## config.mk

```make
export PLATFORM = sky130hd
export DESIGN_NAME = dpb_front
export DESIGN_NICKNAME = d
export VERILOG_FILES = /design/src/design/dpb_pkg.sv /design/src/design/dpb_front.sv
export SDC_FILE = /design/constraint.sdc
export NUM_CORES = 1
export LEC_CHECK = 0
export CAP_MARGIN = 20
export CORE_MARGIN = 2
export CORE_UTILIZATION = 50
export DETAILED_ROUTE_END_ITERATION = 7
export DONT_BUFFER_PORTS = 1
export GPL_TIMING_DRIVEN = 0
export SYNTH_ARGS = -nofsm -noshare
export SYNTH_HDL_FRONTEND = slang
export SYNTH_SLANG_ARGS = --single-unit
export TNS_END_PERCENT = 50
```

## constraint.sdc

```tcl
create_clock -name clk -period 4.1 [get_ports clk]
set_input_delay 0.615 -clock clk [delete_from_list [all_inputs] [get_ports clk]]
set_output_delay 0.615 -clock clk [all_outputs]
set_load 0.01 [all_outputs]
```

## src/design/dpb_pkg.sv

```systemverilog
`default_nettype none

package dpb_pkg;

	localparam int MAX_DIMENSION_DEF = 4096;
	localparam int MAX_STRIDE_DEF    = 16;

	localparam int ADDR_W    = 5;
	localparam int DATA_W    = 32;
	localparam int STRIDE_W  = 5;
	localparam int CENTER_W  = 20;
	localparam int INV_W     = 24;
	localparam int DEPTH_W   = 32;
	localparam int COORD_W   = 32;

	localparam int QUEUE_DEPTH = 4;
	localparam int QCNT_W      = $clog2(QUEUE_DEPTH + 1);

	typedef enum logic [2:0] {
		REG_DEPTH_ENCODING,
		REG_PIXEL_STRIDE,
		REG_CENTER_X,
		REG_CENTER_Y,
		REG_INV_FOCAL_X,
		REG_INV_FOCAL_Y,
		REG_RANGE_LO,
		REG_RANGE_MAX
	} reg_idx_t;

	typedef struct packed {
		logic                depth_encoding;
		logic [STRIDE_W-1:0] pixel_stride;
		logic [DEPTH_W-1:0]  range_lo;
		logic [DEPTH_W-1:0]  range_max;
	} front_cfg_t;

	typedef struct packed {
		logic [CENTER_W-1:0] center_x;
		logic [CENTER_W-1:0] center_y;
		logic [INV_W-1:0]    inv_focal_x;
		logic [INV_W-1:0]    inv_focal_y;
	} back_cfg_t;

endpackage

`default_nettype wire

```

## src/design/dpb_front.sv

```systemverilog
`default_nettype none

module dpb_front #(
	parameter int MAX_DIMENSION = dpb_pkg::MAX_DIMENSION_DEF,
	parameter int MAX_STRIDE    = dpb_pkg::MAX_STRIDE_DEF
) (
	input  logic                             clk,
	input  logic                             arst_n,
	input  dpb_pkg::front_cfg_t              cfg,
	input  logic                             pixel_valid,
	output logic                             pixel_stall,
	input  logic [dpb_pkg::DEPTH_W-1:0]      depth_word,
	input  logic                             frame_first,
	input  logic                             row_last,
	input  logic [dpb_pkg::QCNT_W-1:0]       q_count,
	output logic                             push,
	output logic [$clog2(MAX_DIMENSION)-1:0] push_col,
	output logic [$clog2(MAX_DIMENSION)-1:0] push_row,
	output logic [dpb_pkg::DEPTH_W-1:0]      push_z
);
	import dpb_pkg::*;

	localparam int CNT_W = $clog2(MAX_DIMENSION);
	localparam int PH_W  = (MAX_STRIDE > 1) ? $clog2(MAX_STRIDE) : 1;
	localparam int EW    = PH_W + 6;
	localparam logic [CNT_W-1:0] CNT_MAX    = CNT_W'(MAX_DIMENSION - 1);
	localparam logic [EW-1:0]    STRIDE_MAX = EW'(MAX_STRIDE);

	localparam logic        ENC_FLOAT = 1'b1;
	localparam logic [30:0] MM_RECIP  = 31'd1099511628;
	localparam logic [28:0] MM_BIAS   = 29'd62;
	localparam logic [7:0]  EXP_UNITY = 8'd134;
	localparam logic [7:0]  EXP_LIMIT = 8'd143;
	localparam logic [7:0]  EXP_SPEC  = 8'hFF;

	logic [CNT_W-1:0] col_q, row_q;
	logic [PH_W-1:0]  cph_q, rph_q;
	logic             v_s1;
	logic [CNT_W-1:0] col_s1, row_s1;
	logic [DEPTH_W-1:0] z_s1;

	logic             accept;
	logic [CNT_W-1:0] cur_col, cur_row;
	logic [PH_W-1:0]  cur_cph, cur_rph;
	logic             cand;
	logic [EW-1:0]    stride_ext, eff_stride;

	logic [15:0]        mm;
	logic [28:0]        mm_num;
	logic [59:0]        mm_prod;
	logic [7:0]         ex;
	logic [23:0]        man;
	logic [7:0]         sh;
	logic [24:0]        rnd;
	logic [DEPTH_W-1:0] dec_z;
	logic               dec_ok;

	function automatic logic [PH_W-1:0] next_ph(input logic [PH_W-1:0] p,
			input logic [EW-1:0] s);
		logic [EW-1:0] n;
		n = EW'(p) + EW'(1);
		return (n >= s) ? '0 : n[PH_W-1:0];
	endfunction

	function automatic logic [CNT_W-1:0] next_cnt(input logic [CNT_W-1:0] c);
		return (c >= CNT_MAX) ? CNT_MAX : c + 1'b1;
	endfunction

	assign accept = pixel_valid && !pixel_stall;
	assign pixel_stall = ((QCNT_W + 1)'(q_count) + (QCNT_W + 1)'(v_s1))
		>= (QCNT_W + 1)'(QUEUE_DEPTH);

	always_comb begin
		cur_col = frame_first ? '0 : col_q;
		cur_row = frame_first ? '0 : row_q;
		cur_cph = frame_first ? '0 : cph_q;
		cur_rph = frame_first ? '0 : rph_q;
		cand    = (cur_cph == '0) && (cur_rph == '0);
		stride_ext = EW'(cfg.pixel_stride);
		if (stride_ext == '0) begin
			eff_stride = EW'(1);
		end else if (stride_ext > STRIDE_MAX) begin
			eff_stride = STRIDE_MAX;
		end else begin
			eff_stride = stride_ext;
		end
	end

	// millimeters: round(mm * 65536 / 1000) == floor((mm * 8192 + 62) / 125)
	always_comb begin
		mm      = depth_word[15:0];
		mm_num  = {mm, 13'd0} + MM_BIAS;
		mm_prod = 60'(mm_num) * 60'(MM_RECIP);
		ex      = depth_word[30:23];
		man     = {1'b1, depth_word[22:0]};
		sh      = '0;
		rnd     = '0;
		dec_z   = '0;
		dec_ok  = 1'b0;
		if (cfg.depth_encoding != ENC_FLOAT) begin
			dec_z  = DEPTH_W'(mm_prod[59:37]);
			dec_ok = (mm != '0);
		end else if (!depth_word[31] && ex != EXP_SPEC && ex != '0 && ex < EXP_LIMIT) begin
			if (ex >= EXP_UNITY) begin
				sh     = ex - EXP_UNITY;
				dec_z  = DEPTH_W'(man) << sh[3:0];
				dec_ok = 1'b1;
			end else begin
				sh = EXP_UNITY - ex;
				if (sh < 8'd25) begin
					rnd    = {1'b0, man} + (25'd1 << (sh[4:0] - 5'd1));
					dec_z  = DEPTH_W'(rnd >> sh[4:0]);
					dec_ok = (dec_z != '0);
				end
			end
		end
	end

	always_ff @(posedge clk or negedge arst_n) begin
		if (!arst_n) begin
			col_q <= '0;
			row_q <= '0;
			cph_q <= '0;
			rph_q <= '0;
			v_s1  <= 1'b0;
		end else begin
			v_s1 <= accept && cand && dec_ok;
			if (accept) begin
				if (row_last) begin
					col_q <= '0;
					cph_q <= '0;
					row_q <= next_cnt(cur_row);
					rph_q <= next_ph(cur_rph, eff_stride);
				end else begin
					col_q <= next_cnt(cur_col);
					cph_q <= next_ph(cur_cph, eff_stride);
					row_q <= cur_row;
					rph_q <= cur_rph;
				end
			end
		end
	end

	always_ff @(posedge clk) begin
		if (accept) begin
			col_s1 <= cur_col;
			row_s1 <= cur_row;
			z_s1   <= dec_z;
		end
	end

	assign push     = v_s1 && (z_s1 >= cfg.range_lo) && (z_s1 <= cfg.range_max);
	assign push_col = col_s1;
	assign push_row = row_s1;
	assign push_z   = z_s1;

endmodule

`default_nettype wire

```

== Yosys cells after proc, flatten, opt, wreduce, memory -nomap -nowiden ==
Cells that the tools add are included.
Operators by class
  muxes and demuxes: 22
  $add $sub $neg: 10
  shift-type cells: 3
  equal/unequal tests: 1
  reductions and logical operators: 18
  $mul: 1
  order comparisons: 11
Operators with widths (count)
  $mux 12: 6
  $mux 32: 2
  $mul 29x29->58 const B: 1
  $mux 23: 2
  $ge 32x32->1: 1
  $le 32x32->1: 1
  $reduce_bool 32->1: 1
  $shl 24x4->32: 1
  $shr 25x5->32: 1
  $add 29x6->29 const B: 1
  $add 24x25->25: 1
  $shl 1x5->25 const A: 1
  $add 12x1->12 const B: 2
  $ge 12x12->1 const B: 2
  $mux 4: 6
  $ge 5x10->1: 2
  $reduce_bool 16->1: 1
  $add 4x1->5 const B: 2
  $mux 10: 1
  $logic_and 1x1->1: 9
  $ge 8x8->1 const B: 1
  $logic_not 4->1: 2
  $lt 8x5->1 const B: 1
  $lt 8x8->1 const B: 1
  other kinds (13): 17
Storage, ports and cells
  input port bits: 110
  output and inout port bits: 58
  flip-flop bits (word level): 89

== Longest topological paths before layout ==
  word-level depth: 11
  mapped depth: 29
  gate-level depth less buffers: 29

== Least setup slack after synthesis ==
No wires, ideal clock.
  path kind: input to register
  from: in depth_word[2] in the netlist's numbering
  to: reg z_s1[21] (netlist: push_z[21]), data pin
  stages on the path: 26
  data arrival time: 6711 ps
  data required time: 3829 ps
  path buffers: 0
  path slack: -2883 ps
  cells stage by stage: ha_1 fa_1 fa_1 inv_1 fa_1 inv_1 fa_1 fa_1 inv_1 fa_1 inv_1 fa_1 ha_1 o21a_1 and3_1 o2111a_1 o21ai_0 o211ai_1 a21oi_1 o21ai_0 a221o_1 nand4_1 nand2_1 a21oi_1 xor2_1 o22ai_1
On the way
  longest elaborated chain between the ends: 6
  elaborated cells on any way between the ends: 9
RTL lines
  from (decl): RTL line dpb_front.sv:12  | input logic [dpb_pkg::DEPTH_W-1:0] depth_word,
  branches (longest 5 deep; another with $mul 29x29->58)
  $mux 23 *: RTL line dpb_front.sv:100  | if (cfg.depth_encoding != ENC_FLOAT) begin
  net dec_z[21]: RTL line dpb_front.sv:55  | logic [DEPTH_W-1:0] dec_z;
  to (signal assigned): RTL line dpb_front.sv:148  | z_s1 <= dec_z;
  to (decl): RTL line dpb_front.sv:40  | logic [DEPTH_W-1:0] z_s1;
Mark *: on every way through the listed nets, which the timed path passes.
A chain may end at the register's enable or synchronous reset.

== Worst setup path in the final report ==
  from: in depth_word[7] in the netlist's numbering
  to: reg z_s1[21] (netlist: push_z[21]), data pin
Same word-level chain as after synthesis.

==> impl_metrics.ini <==
[power_and_ir_drop]
power_mw = 15.3
p_per_area_nw_per_um2 = 708
pwr-share-comb_pct = 85.9
p_clk_share_pct = 5.0
p_leak_nw = 10.5
swShare_pct = 49.8
p_int_mw = 7.67
pwr-share-seq_pct = 9.2
p_sw_mw = 7.62
max-vdd-ir-drop_mv = 1.11

[outcome]
outcome = complete, but fails checks
violations = negative setup slack

[placement]
dpl.cell_count = 2690
dpl_worst_slack_ps = -3410
portBuffers = 0
place_congestion = 0.978
dpl.hpwl_um = 47200

[grt]
grt_pass1_vias = 15900
grt_pass1_wl_um = 90100
grt_usage_pct = 29.9
antenna_found_initial = 1
grt-ovfl-total = 0
grt_max_degree = 66

[sta]
slew_viol_final = 0
fmax_mhz = 149
setup_violations = 26
worst_slack_ps = -2600
rsz0062_at_grt = true
fin_skew_ps = 5.91
finalCritPeriodShare_pct = 163
tightest_slew_ps = 850
post-route-min-period_ps = 6700
fin_hold_ws_ps = 95.8
hold_viol = 0
slew_headroom_pct = 43.3

[worst_setup_path]
start_kind = input pin
crit_path_end_kind = flip-flop
path_max_fanout = 14
cpPeakStageDelay_ps = 560
cpMostUsedCell = fa_1
path_class = input pin to flip-flop
cp.arrival_ps = 6770
cp_slowest_cell = fa_1
cp.required_ps = 4170

[logic_synthesis]
syn-num-nets = 2795
synth_flop_cell = edfxtp_1
async_reset_ff_share_pct = 37.1
ys_ff_latch = 89
synth_edf_count = 56
synth_cell_type_count = 100
synth.yosys.seq_area_share_pct = 13.3
synthCells = 2179
yosys_warnings = 0
netlist_area_um2 = 18900
syn_area_per_cell_um2 = 8.68

[drt]
detail_route.iter0.violations = 815
first_pass_iters = 6
drc = 0
vias = 16100
wl_um = 58800
avgRoutedWirePerCell_um = 21.3
ant_nets = 0
viasPerCell = 5.83

[clock_tree]
cts_tree = done
clk-insertion-delay-late_ps = 340
clk_path_buf_depth = 2
cts.root.buffer_cell = clkbuf_16
htree_levels = 3
cts.sinks = 89
cts_made_buffers = 9
path_clk_slew_ps = 70

[flow_run]
cap_violations = 0

[layout]
finalNonFillerCells = 2768
areaGrowthSynthToFinish_pct = 14.2
ff_latch_area_um2 = 2510
final_cell_mix = inv_1 (385), ha_1 (341), nor2_1 (135), fa_1 (135), nand2_1 (122)
drive_gt1_share_pct = 15.2
layout_commonest_cell = inv_1
multi_input_area_um2 = 15700
finalCoreUtilization_pct = 57.6
fillers = 3423
nets = 2867

[floorplanning]
die_area_um2 = 39400
die_x_um = 198
core_area_um2 = 37500
pin_count = 168
die_y_um = 198
rows = 71
initial_core_util_pct = 50.4

[min_path]
hold_class = input pin to async pin
layout make-up:
class	count	area share, %
tap	511	2.96
inverter	407	7.23
multi-input combinational	1605	72.6
antenna	1	0.0116
clock inverter	5	0.174
timing repair buffer	63	2.33
clock buffer	11	1.08
sequential	89	11.6
buffer	76	1.99
per-layer routing:
layer	up-vias	wire length, µm	track usage [%]
met4	0	2260	10.1
met3	101	3010	2.85
li1	7697	-	-
met2	528	27100	49.0
met5	-	0	0
met1	7810	26500	41.3
registers in the layout, summed over array words and instances, names as in the netlist:
register,cells
row_q,12
push_row,12
col_q,12
rph_q,4
cph_q,4
v_s1,1
push_col,12
push_z,32
path summary, 6_finish.rpt:
check,slack (ps),endpoint,cells past startpoint,startpoint
worst min-delay path,100,col_q[9],1,arst_n
worst min register to register,490,col_q[8],2,col_q[8]
min in group clk,450,col_q[10],2,row_last
max in group asynchronous,3820,row_q[7],1,arst_n
worst max-delay path,-2600,push_z[21],28,depth_word[7]
worst max register to register,1310,row_q[5],11,row_q[0]
through the flow:
step                TNS [ps]  instance area, µm²
floorplan             -51640               19200
global placement     -103930               19800
detailed placement    -81490               19800
CTS                   -58820               20600
global route          -63280               21600
finish                -57980               21600
power by group through the flow:
stage / registers [mW] / clock network [mW] / logic [mW]
after detailed placement: 1.42 / 0 / 9.96
after global placement: 1.42 / 0 / 9.87
after floorplan: 1.35 / 0 / 7.38
after global routing: 1.42 / 0.804 / 14.6
after CTS: 1.40 / 0.771 / 11.9
final: 1.40 / 0.758 / 13.1
worst max-delay path: cells and delay by family:
| kind | cells | cell delay (ps) |
|---|---|---|
| fa+ha+maj | 9 | 3750 |
| compound gates | 10 | 1760 |
| buf+inv | 6 | 290 |
| simple gates | 2 | 170 |
| xor+xnor | 1 | 150 |
cells in the mapped netlist, drive strengths merged, types with 5 or more instances:
cell	n	share of area (%)
o22a	9	0.42
o211ai	19	0.75
or2	5	0.17
o21a	13	0.52
and2	16	0.54
a211oi	20	0.82
nand2	129	2.6
ha	367	24
o21ai	97	2.6
and3	20	0.71
a21o	45	1.8
fa	139	15
inv	405	8.0
a22oi	8	0.32
o21bai	8	0.38
a221oi	5	0.30
edfxtp	56	8.9
o2111ai	7	0.36
nor3	33	0.95
and4	6	0.29
mux2	8	0.48
xor2	30	1.5
nor4	5	0.20
a22o	10	0.46
a21boi	5	0.20
a21oi	125	3.4
dfrtp	33	4.4
a32oi	13	0.64
o31ai	9	0.46
xnor2	31	1.5
mux4	20	2.4
clkbuf	54	1.1
a41oi	6	0.36
buf	24	0.74
nand3	30	0.82
or3	5	0.17
nand2b	18	0.60
nor2b	43	1.4
a31oi	21	0.81
o22ai	27	0.93
nand4	24	0.79
nor2	148	2.9
mux2i	34	1.8
timing repair:
action / in CTS / in global routing
hold buffers: 1 / 0
pin swaps: 56 / 58
endpoints found under the hold margin: 33 / 0
buffers inserted: 26 / 39
endpoints found under the setup margin: 35 / 37
gates resized for setup: 63 / 157
kinds of logic (layout without fill, tap and decap cells):
group	Yosys count	count (layout)	synth area share [%]
other	0	1	0
AO/OA/AOI/OAI	484	484	17.6
XOR/XNOR	61	61	2.98
AND/OR/NAND/NOR	492	492	12.6
flip-flops	89	89	13.3
adder cells (fa/ha/maj)	506	506	39.0
multiplexers	62	62	4.68
buffers and inverters	485	562	9.89
Note: power is estimated with default switching activity, not from simulation.
