===== src/design/dpb_pkg.sv =====
`default_nettype none

package dpb_pkg;

	localparam int MAX_DIMENSION_DEF = 4096;
	localparam int MAX_STRIDE_DEF    = 16;

	localparam int ADDR_W    = 5;
	localparam int DATA_W    = 32;
	localparam int STRIDE_W  = 5;
	localparam int CENTER_W  = 20;
	localparam int INV_W     = 24;
	localparam int DEPTH_W   = 32;
	localparam int COORD_W   = 32;

	localparam int QUEUE_DEPTH = 4;
	localparam int QCNT_W      = $clog2(QUEUE_DEPTH + 1);

	typedef enum logic [2:0] {
		REG_DEPTH_ENCODING,
		REG_PIXEL_STRIDE,
		REG_CENTER_X,
		REG_CENTER_Y,
		REG_INV_FOCAL_X,
		REG_INV_FOCAL_Y,
		REG_RANGE_LO,
		REG_RANGE_MAX
	} reg_idx_t;

	typedef struct packed {
		logic                depth_encoding;
		logic [STRIDE_W-1:0] pixel_stride;
		logic [DEPTH_W-1:0]  range_lo;
		logic [DEPTH_W-1:0]  range_max;
	} front_cfg_t;

	typedef struct packed {
		logic [CENTER_W-1:0] center_x;
		logic [CENTER_W-1:0] center_y;
		logic [INV_W-1:0]    inv_focal_x;
		logic [INV_W-1:0]    inv_focal_y;
	} back_cfg_t;

endpackage

`default_nettype wire


===== src/design/dpb_queue.sv =====
`default_nettype none

module dpb_queue #(
	parameter int DATA_W = 56
) (
	input  logic                       clk,
	input  logic                       arst_n,
	input  logic                       push,
	input  logic [DATA_W-1:0]          push_data,
	input  logic                       pop,
	output logic                       head_valid,
	output logic [DATA_W-1:0]          head_data,
	output logic [dpb_pkg::QCNT_W-1:0] count
);
	import dpb_pkg::*;

	localparam int PTR_W = (QUEUE_DEPTH > 1) ? $clog2(QUEUE_DEPTH) : 1;
	localparam logic [PTR_W-1:0] PTR_LAST = PTR_W'(QUEUE_DEPTH - 1);

	logic [DATA_W-1:0] entries_q [QUEUE_DEPTH];
	logic [PTR_W-1:0]  wr_ptr_q, rd_ptr_q;
	logic [QCNT_W-1:0] count_q;

	function automatic logic [PTR_W-1:0] ptr_inc(input logic [PTR_W-1:0] p);
		return (p == PTR_LAST) ? '0 : p + 1'b1;
	endfunction

	always_ff @(posedge clk or negedge arst_n) begin
		if (!arst_n) begin
			wr_ptr_q <= '0;
			rd_ptr_q <= '0;
			count_q  <= '0;
		end else begin
			if (push) begin
				wr_ptr_q <= ptr_inc(wr_ptr_q);
			end
			if (pop) begin
				rd_ptr_q <= ptr_inc(rd_ptr_q);
			end
			case ({push, pop})
				2'b10:   count_q <= count_q + 1'b1;
				2'b01:   count_q <= count_q - 1'b1;
				default: count_q <= count_q;
			endcase
		end
	end

	always_ff @(posedge clk) begin
		if (push) begin
			entries_q[wr_ptr_q] <= push_data;
		end
	end

	assign head_valid = (count_q != '0);
	assign head_data  = entries_q[rd_ptr_q];
	assign count      = count_q;

endmodule

`default_nettype wire


===== config.mk =====
export PLATFORM = sky130hd
export DESIGN_NAME = dpb_queue
export DESIGN_NICKNAME = d
export VERILOG_FILES = /design/src/design/dpb_pkg.sv /design/src/design/dpb_queue.sv
export SDC_FILE = /design/constraint.sdc
export NUM_CORES = 1
export LEC_CHECK = 0
export BUFFER_PORTS_ARGS = -buffer_cell sky130_fd_sc_hd__buf_4
export CELL_PAD_IN_SITES_DETAIL_PLACEMENT = 0
export CELL_PAD_IN_SITES_GLOBAL_PLACEMENT = 1
export CORE_MARGIN = 2
export CORE_UTILIZATION = 30
export DETAILED_ROUTE_END_ITERATION = 12
export GPL_TIMING_DRIVEN = 1
export PLACE_DENSITY_LB_ADDON = 0.1
export SLEW_MARGIN = 20
export SYNTH_ARGS = -nofsm -noshare
export SYNTH_HDL_FRONTEND = slang
export SYNTH_SLANG_ARGS = --single-unit

===== constraint.sdc =====
create_clock -name clk -period 4.59 [get_ports clk]
set_clock_uncertainty 0.2 [all_clocks]
set_input_delay 0.459 -clock clk [delete_from_list [all_inputs] [get_ports clk]]
set_output_delay 0.459 -clock clk [all_outputs]
set_load 0.01 [all_outputs]

Word-level counts from Yosys, hierarchy flattened:

Memory sizes are Yosys's and may differ from the RTL's.
Index checks and enable logic that the tools add are counted.

* memories: 1
* flip-flop bits (word level): 7
* RAM bits: 224
* word-level logic and storage cells: 19

Memories
* entries_q: words 4, bits a word 56, rd ports 1, clocked after memory_dff 0, write ports 1, RTL line dpb_queue.sv:20 `logic [DATA_W-1:0] entries_q [QUEUE_DEPTH];`

* reduce and logical (&&, ||, !) cells: 2
* add/sub/neg operators: 4
* eq/ne operators: 4
* muxes and demuxes: 5

Operators by type and width (number)
* == test 2 bit (second input constant): 3
* case mux 3 bit (2 select lines): 1
* adder 2 x 1 -> 2 bit (second input constant): 2
* two-way mux 2 bit: 2
* adder 3 x 1 -> 3 bit (second input constant): 1
* nonzero test 3 bit: 1
* subtractor 3 x 1 -> 3 bit (second input constant): 1
* == test 2 x 1 -> 1 bit (second input constant): 1
* two-way mux 1 bit: 2
* nonzero test 2 bit: 1

Depth between registers and ports, before layout:

Gate-level depths: netlist (run 1).

* depth in word-level cells: 2
* mapped depth: 7

Worst setup path before layout (run 1):

Ideal clock, no wire load.

* path type: reg2reg
* from: register wr_ptr_q[0]
* to: memory entries_q[2][0] (enable)
* path buffers: 0
* library setup time: 0.420 ns
* setup slack: 2.030 ns
* data required time: 3.970 ns
* clock period less this slack: 2.560 ns
* arrival: 1.940 ns
* stages on the path, launching flop included: 4
* path through: dfrtp_1 inv_1 ha_1 and2_1

RTL lines
* from (decl): RTL line dpb_queue.sv:21 `logic [PTR_W-1:0] wr_ptr_q, rd_ptr_q;`
* from (signal assigned): RTL line dpb_queue.sv:35 `wr_ptr_q <= ptr_inc(wr_ptr_q);`
* to (decl): RTL line dpb_queue.sv:20

Straight into the memory's write port.

Worst setup path after layout (run 1):

* from: register rd_ptr_q[0]
* to: output head_data[17]

* word-level cells in the longest chain between the ends: 1

RTL lines
* from (decl): RTL line dpb_queue.sv:21
* from (signal assigned): RTL line dpb_queue.sv:38 `rd_ptr_q <= ptr_inc(rd_ptr_q);`
* memory (4 x 56 bit)
* to (decl): RTL line dpb_queue.sv:12 `output logic [DATA_W-1:0] head_data,`

Every way passes these cells.

==> results.json, run 1 <==
{
  "gp_congestion": 0.646,
  "holdBufCountCts": 59,
  "met1Wirelength_um": 7300,
  "cts_buffers": 26,
  "row_count": 61,
  "synthArstFlopShare": 0.0303,
  "drt-total-wl_um": 17200,
  "setup_viol": 0,
  "initial_core_util": 0.306,
  "ant_nets": 0,
  "synth-seq-area-share": 0.810,
  "cts_buffer_depth": 3,
  "vias": 4012,
  "arrival_ns": 2.48,
  "avgSynthCellArea_um2": 25.7,
  "htree_levels": 1,
  "synth_commonest_cells": "edfxtp_1, mux4_2, dfrtp_1, ha_1, inv_1",
  "io_pins": 120,
  "synth_fp_nets": 398,
  "synth.cell_area_um2": 8520,
  "fin_crit_sh": 0.684,
  "drv_cap": 0,
  "cts_tree": "done",
  "synthFlopType": "edfxtp_1",
  "power_leakage_uw": 0.00384,
  "status": "finished clean",
  "hp-class": "in2async",
  "drtPass1Iterations": 4,
  "max_stage_delay_ns": 0.83,
  "critPathLaunchType": "flop",
  "antenna_found_initial": 0,
  "finalSetupTns_ns": 0,
  "path_max_fanout": 33,
  "grt_setup_unrepaired": "false",
  "crit_type": "reg2out",
  "cp_data_required_time_ns": 3.93,
  "clkTransAtPathRegs_ns": 0.06,
  "clock-root-buffer": "clkbuf_16",
  "synthTopCellsByArea": "edfxtp_1, mux4_2, dfrtp_1",
  "path_buf_inv": 2,
  "grt_max_degree": 59,
  "max_freq_ghz": 0.319,
  "first_global_vias": 4527,
  "routed.top_layer": "met4",
  "yosys_warnings": 0,
  "grt_usage": 0.116,
  "crit_slowest_cell": "dfrtp_4",
  "cp-end-kind": "output pin",
  "die-area_um2": 29800,
  "grt_overflow": 0,
  "synth_seq_cells": 231,
  "die_y_um": 173,
  "layout-drive-gt1-share": 0.408,
  "synth_top_area_cell": "edfxtp_1",
  "wl_per_cell_um": 18.6,
  "post-cts-setup-buffers": 0,
  "final_area_um2": 11200,
  "worst-r2r-cell-count": 3,
  "hpwl_um": 9030,
  "dp.cells": 817,
  "final_nets": 593,
  "drt_iter0_markers": 206,
  "cts_resized": 0,
  "routed-wl-met3_um": 866,
  "place_area_um2": 9810,
  "clock-sinks": 231,
  "yosysMostFrequentCell": "edfxtp_1",
  "cp-startpoint": "rd_ptr_q[0]",
  "yosys.area.top_type_share": 0.790,
  "fin_crit_ns": 3.14,
  "power_density_nw_per_um2": 601,
  "clkLatencyLatePin_ns": 0.53,
  "hold_viol_final": 0,
  "area_growth_pct": 31.3,
  "maxSlewViolCount": 0,
  "slew_headroom": 0.354,
  "met2_length_um": 8580,
  "vdd_drop_max_uv": 275,
  "grt_pass1_wl_um": 26400,
  "antenna_cells": 0,
  "vias_per_cell": 4.34,
  "path_cells": "buf_12 -> mux4_2 -> buf_4",
  "synth_cells": 331,
  "worstReg2RegStart": "wr_ptr_q[0]",
  "fin_cells": 924,
  "die_x_um": 173,
  "drc": 0,
  "r2r_slack_ns": 2.54,
  "synth.distinct_cells": 20,
  "worst_pin_slew_ns": 0.968,
  "coreArea_um2": 27900,
  "numPortBuffers": 119,
  "crit_family": "flip-flops",
  "synth_edf_count": 224,
  "regToRegEndpoint": "entries_q[2][32]"
}
==> per-layer routing <==
layer	up-vias	global-route usage
met5	-	0
li1	1799	-
met2	102	0.200
met3	33	0.0276
met1	2078	0.147
met4	0	0.0338
==> how the worst max path moves through the flow <==
stage                      end  depth (start not counted)
2_1_floorplan  entries_q[2][0]                          3
3_3_place_gp     head_data[52]                          3
3_5_place_dp     head_data[52]                          3
4_1_cts          head_data[52]                          3
5_1_grt          head_data[52]                          3
6_report         head_data[17]                          3
==> layout by cell type (no fill, tap or decap), types with 3 or more instances in the layout <==
master,instances
and2_4,4
buf_4,120
clkbuf_1,7
clkbuf_16,26
clkbuf_8,3
clkinv_1,3
clkinv_2,7
dfrtp_1,5
dlygate4sd3_1,59
edfxtp_1,224
ha_1,6
inv_1,6
mux4_2,56
o21ai_0,3
==> area by class of cell <==
| cell class | count | area [um2] |
|---|---|---|
| Tap cell | 378 | 473 |
| Fill cell | 2535 | 16700 |
| Sequential cell | 231 | 6910 |
| Clock buffer | 36 | 718 |
| Inverter | 6 | 22.5 |
| Timing Repair Buffer | 180 | 1510 |
| Clock inverter | 12 | 70.1 |
| Multi-Input combinational cell | 81 | 1480 |
==> worst register-to-register path: cells and delay by family, from the launching register on <==
kind / cells / cell delay, ns
and+or+nand+nor: 1 / 0.77
DFF: 1 / 0.41
buffers and inverters: 1 / 0.11
adders and majority gates: 1 / 0.15
==> where the power goes <==
group	internal [uW]	leakage [uW]	total, uW	switching, uW
logic	1020	0.00132	1960	942
registers	2710	0.00214	2870	157
clock network	1090	0.000389	1890	795
total	4830	0.00384	6720	1890
==> logic make-up (layout without fill, tap and decap cells) <==
family	count (synthesis)	count (layout)	share of synthesized area
xor+xnor	3	3	0.00309
simple gates	10	10	0.00617
mux	58	58	0.151
flops	231	231	0.810
fa+ha+maj	7	7	0.0112
buf+inv	19	234	0.0169
compound gates	3	3	0.00176
==> registers in the layout (all words and copies together) (netlist names) <==
| signal | count |
|---|---|
| entries_q | 224 |
| count | 3 |
| wr_ptr_q | 2 |
| rd_ptr_q | 2 |
==> per-stage QoR <==
step	total power (uW)	hold WS (ns)	setup WS, ns	utilization
after floorplan	4050	-0.0366	2.03	-
final	6720	0.0869	1.45	0.401
after global routing	7080	0.0758	1.26	0.401
after detailed placement	4920	0.0856	1.90	0.352
after CTS	6890	0.0585	1.31	0.401
after global placement	4910	0.0845	1.90	0.352
No activity file was read; power rests on OpenSTA's default activity.
==> inputs of run 2 (changes only) <==
==> constraint.sdc (replaced) <==
create_clock -name clk -period 2.5 [get_ports clk]
set_clock_uncertainty 0.2 [all_clocks]
set_input_delay 0.25 -clock clk [delete_from_list [all_inputs] [get_ports clk]]
set_output_delay 0.25 -clock clk [all_outputs]
set_load 0.01 [all_outputs]
==> results.json, run 2 (same netlist as run 1, synthesis figures left out) <==
{
  "post-cts-setup-buffers": 0,
  "path_buf_inv": 2,
  "max_stage_delay_ns": 0.58,
  "fin_crit_ns": 2.46,
  "area_growth_pct": 36.5,
  "initial_core_util": 0.306,
  "drc": 0,
  "ant_nets": 0,
  "row_count": 61,
  "final_nets": 610,
  "power_leakage_uw": 0.00404,
  "antenna_cells": 0,
  "vias": 4089,
  "drt-total-wl_um": 17500,
  "arrival_ns": 2.01,
  "crit_end": "head_data[6]",
  "clkLatencyLatePin_ns": 0.51,
  "cts_buffer_depth": 3,
  "switchingPower_uw": 3560,
  "crit_family": "multiplexers",
  "htree_levels": 1,
  "worst_pin_slew_ns": 0.399,
  "worstReg2RegStart": "wr_ptr_q[0]",
  "final_common_cell": "edfxtp_1",
  "grt_max_degree": 27,
  "crit_type": "reg2out",
  "p_int_uw": 9630,
  "grt_usage": 0.120,
  "slew_headroom": 0.734,
  "pwr-share-comb": 0.315,
  "path_cells": "buf_16 -> mux4_2 -> buf_6",
  "critPathLaunchType": "flop",
  "wl_per_cell_um": 18.7,
  "largest_register": "entries_q",
  "path_max_fanout": 20,
  "drt_iter0_markers": 252,
  "first_global_vias": 4511,
  "hold_viol_final": 0,
  "maxSlewViolCount": 0,
  "finalSetupTns_ns": 0,
  "clock-sinks": 231,
  "cp-end-kind": "output pin",
  "sequentialPowerShare": 0.397,
  "power_density_nw_per_um2": 1130,
  "drv_cap": 0,
  "netSwitchingFraction": 0.270,
  "crit_cells": 3,
  "drtPass1Iterations": 4,
  "grt_overflow": 0,
  "grt_setup_unrepaired": "true",
  "crit_slowest_cell": "mux4_2",
  "grt_pass1_wl_um": 27100,
  "cp_data_required_time_ns": 2.05,
  "hpwl_um": 10200,
  "final_cell_mix": "edfxtp_1, buf_4, dlygate4sd3_1, mux4_2, buf_6",
  "die_x_um": 173,
  "cts_buffers": 27,
  "die-area_um2": 29800,
  "p_clk_frac": 0.288,
  "final_core_util": 0.417,
  "vias_per_cell": 4.35,
  "worst-r2r-cell-count": 4,
  "vdd_drop_max_uv": 447,
  "gp_congestion": 0.664,
  "die_y_um": 173,
  "regToRegEndpoint": "entries_q[0][22]",
  "cp-startpoint": "rd_ptr_q[0]",
  "max_freq_ghz": 0.407,
  "antenna_found_initial": 0,
  "layout-drive-gt1-share": 0.421,
  "r2r_slack_ns": 0.68,
  "setup_viol": 0,
  "status": "finished clean",
  "clock-root-buffer": "clkbuf_16",
  "hp-class": "in2reg",
  "largest_register_ffs": 224,
  "io_pins": 120,
  "fin_crit_sh": 0.984,
  "coreArea_um2": 27900,
  "clkTransAtPathRegs_ns": 0.06,
  "numPortBuffers": 119,
  "cts_tree": "done"
}
## run 2: metrics by stage
| step | worst slack, ns | area (um2) | total power, uW | hold slack, ns | cells |
|---|---|---|---|---|---|
| detailed placement | 0.453 | 10000 | 9220 | -0.129 | 831 |
| global route | -0.0460 | 11600 | 13900 | 0.257 | 939 |
| finish | 0.0406 | 11600 | 13200 | 0.274 | 939 |
| floorplan | 0.0274 | 8520 | 7430 | -0.246 | 331 |
| global placement | 0.467 | 10000 | 9200 | -0.130 | 831 |
| CTS | -0.0258 | 11500 | 13300 | 0.248 | 939 |
## run 2: final cells by class
cell class                      instances  area, um2
Sequential cell                       231       6910
Clock inverter                         16        175
Inverter                                6       22.5
Fill cell                            2442      16200
Tap cell                              378        473
Timing Repair Buffer                  196       1870
Multi-Input combinational cell         81       1480
Clock buffer                           31        691
## run 2: worst min-delay path by stage
stage               cells past startpoint               end          start
floorplan                               0          count[0]         arst_n
global placement                        1          count[2]         arst_n
detailed placement                      1          count[2]         arst_n
CTS                                     2  entries_q[1][20]  push_data[20]
global route                            2  entries_q[3][18]  push_data[18]
finish                                  2  entries_q[1][12]  push_data[12]
## run 2: timing repair
| action | in CTS | in global routing |
|---|---|---|
| resized for setup | 9 | 22 |
| gates cloned | 1 | 0 |
| endpoints found under the hold margin | 237 | 0 |
| setup endpoints to repair | 40 | 30 |
| hold buffers | 60 | 0 |
## run 2: layer usage
metal  GRT usage  vias up  wire length [um]
li1            -     1837                 -
met1       0.160     2105              7760
met2       0.199      120              8530
met3      0.0272       27               872
met4      0.0296        0               359
met5           0        -                 0
## run 2: power groups by stage
stage | clock network (uW) | logic (uW) | registers [uW]
final | 3800 | 4160 | 5230
after detailed placement | 0 | 3920 | 5300
after CTS | 3910 | 4140 | 5250
after floorplan | 0 | 2250 | 5180
after global placement | 0 | 3920 | 5280
after global routing | 4060 | 4490 | 5300
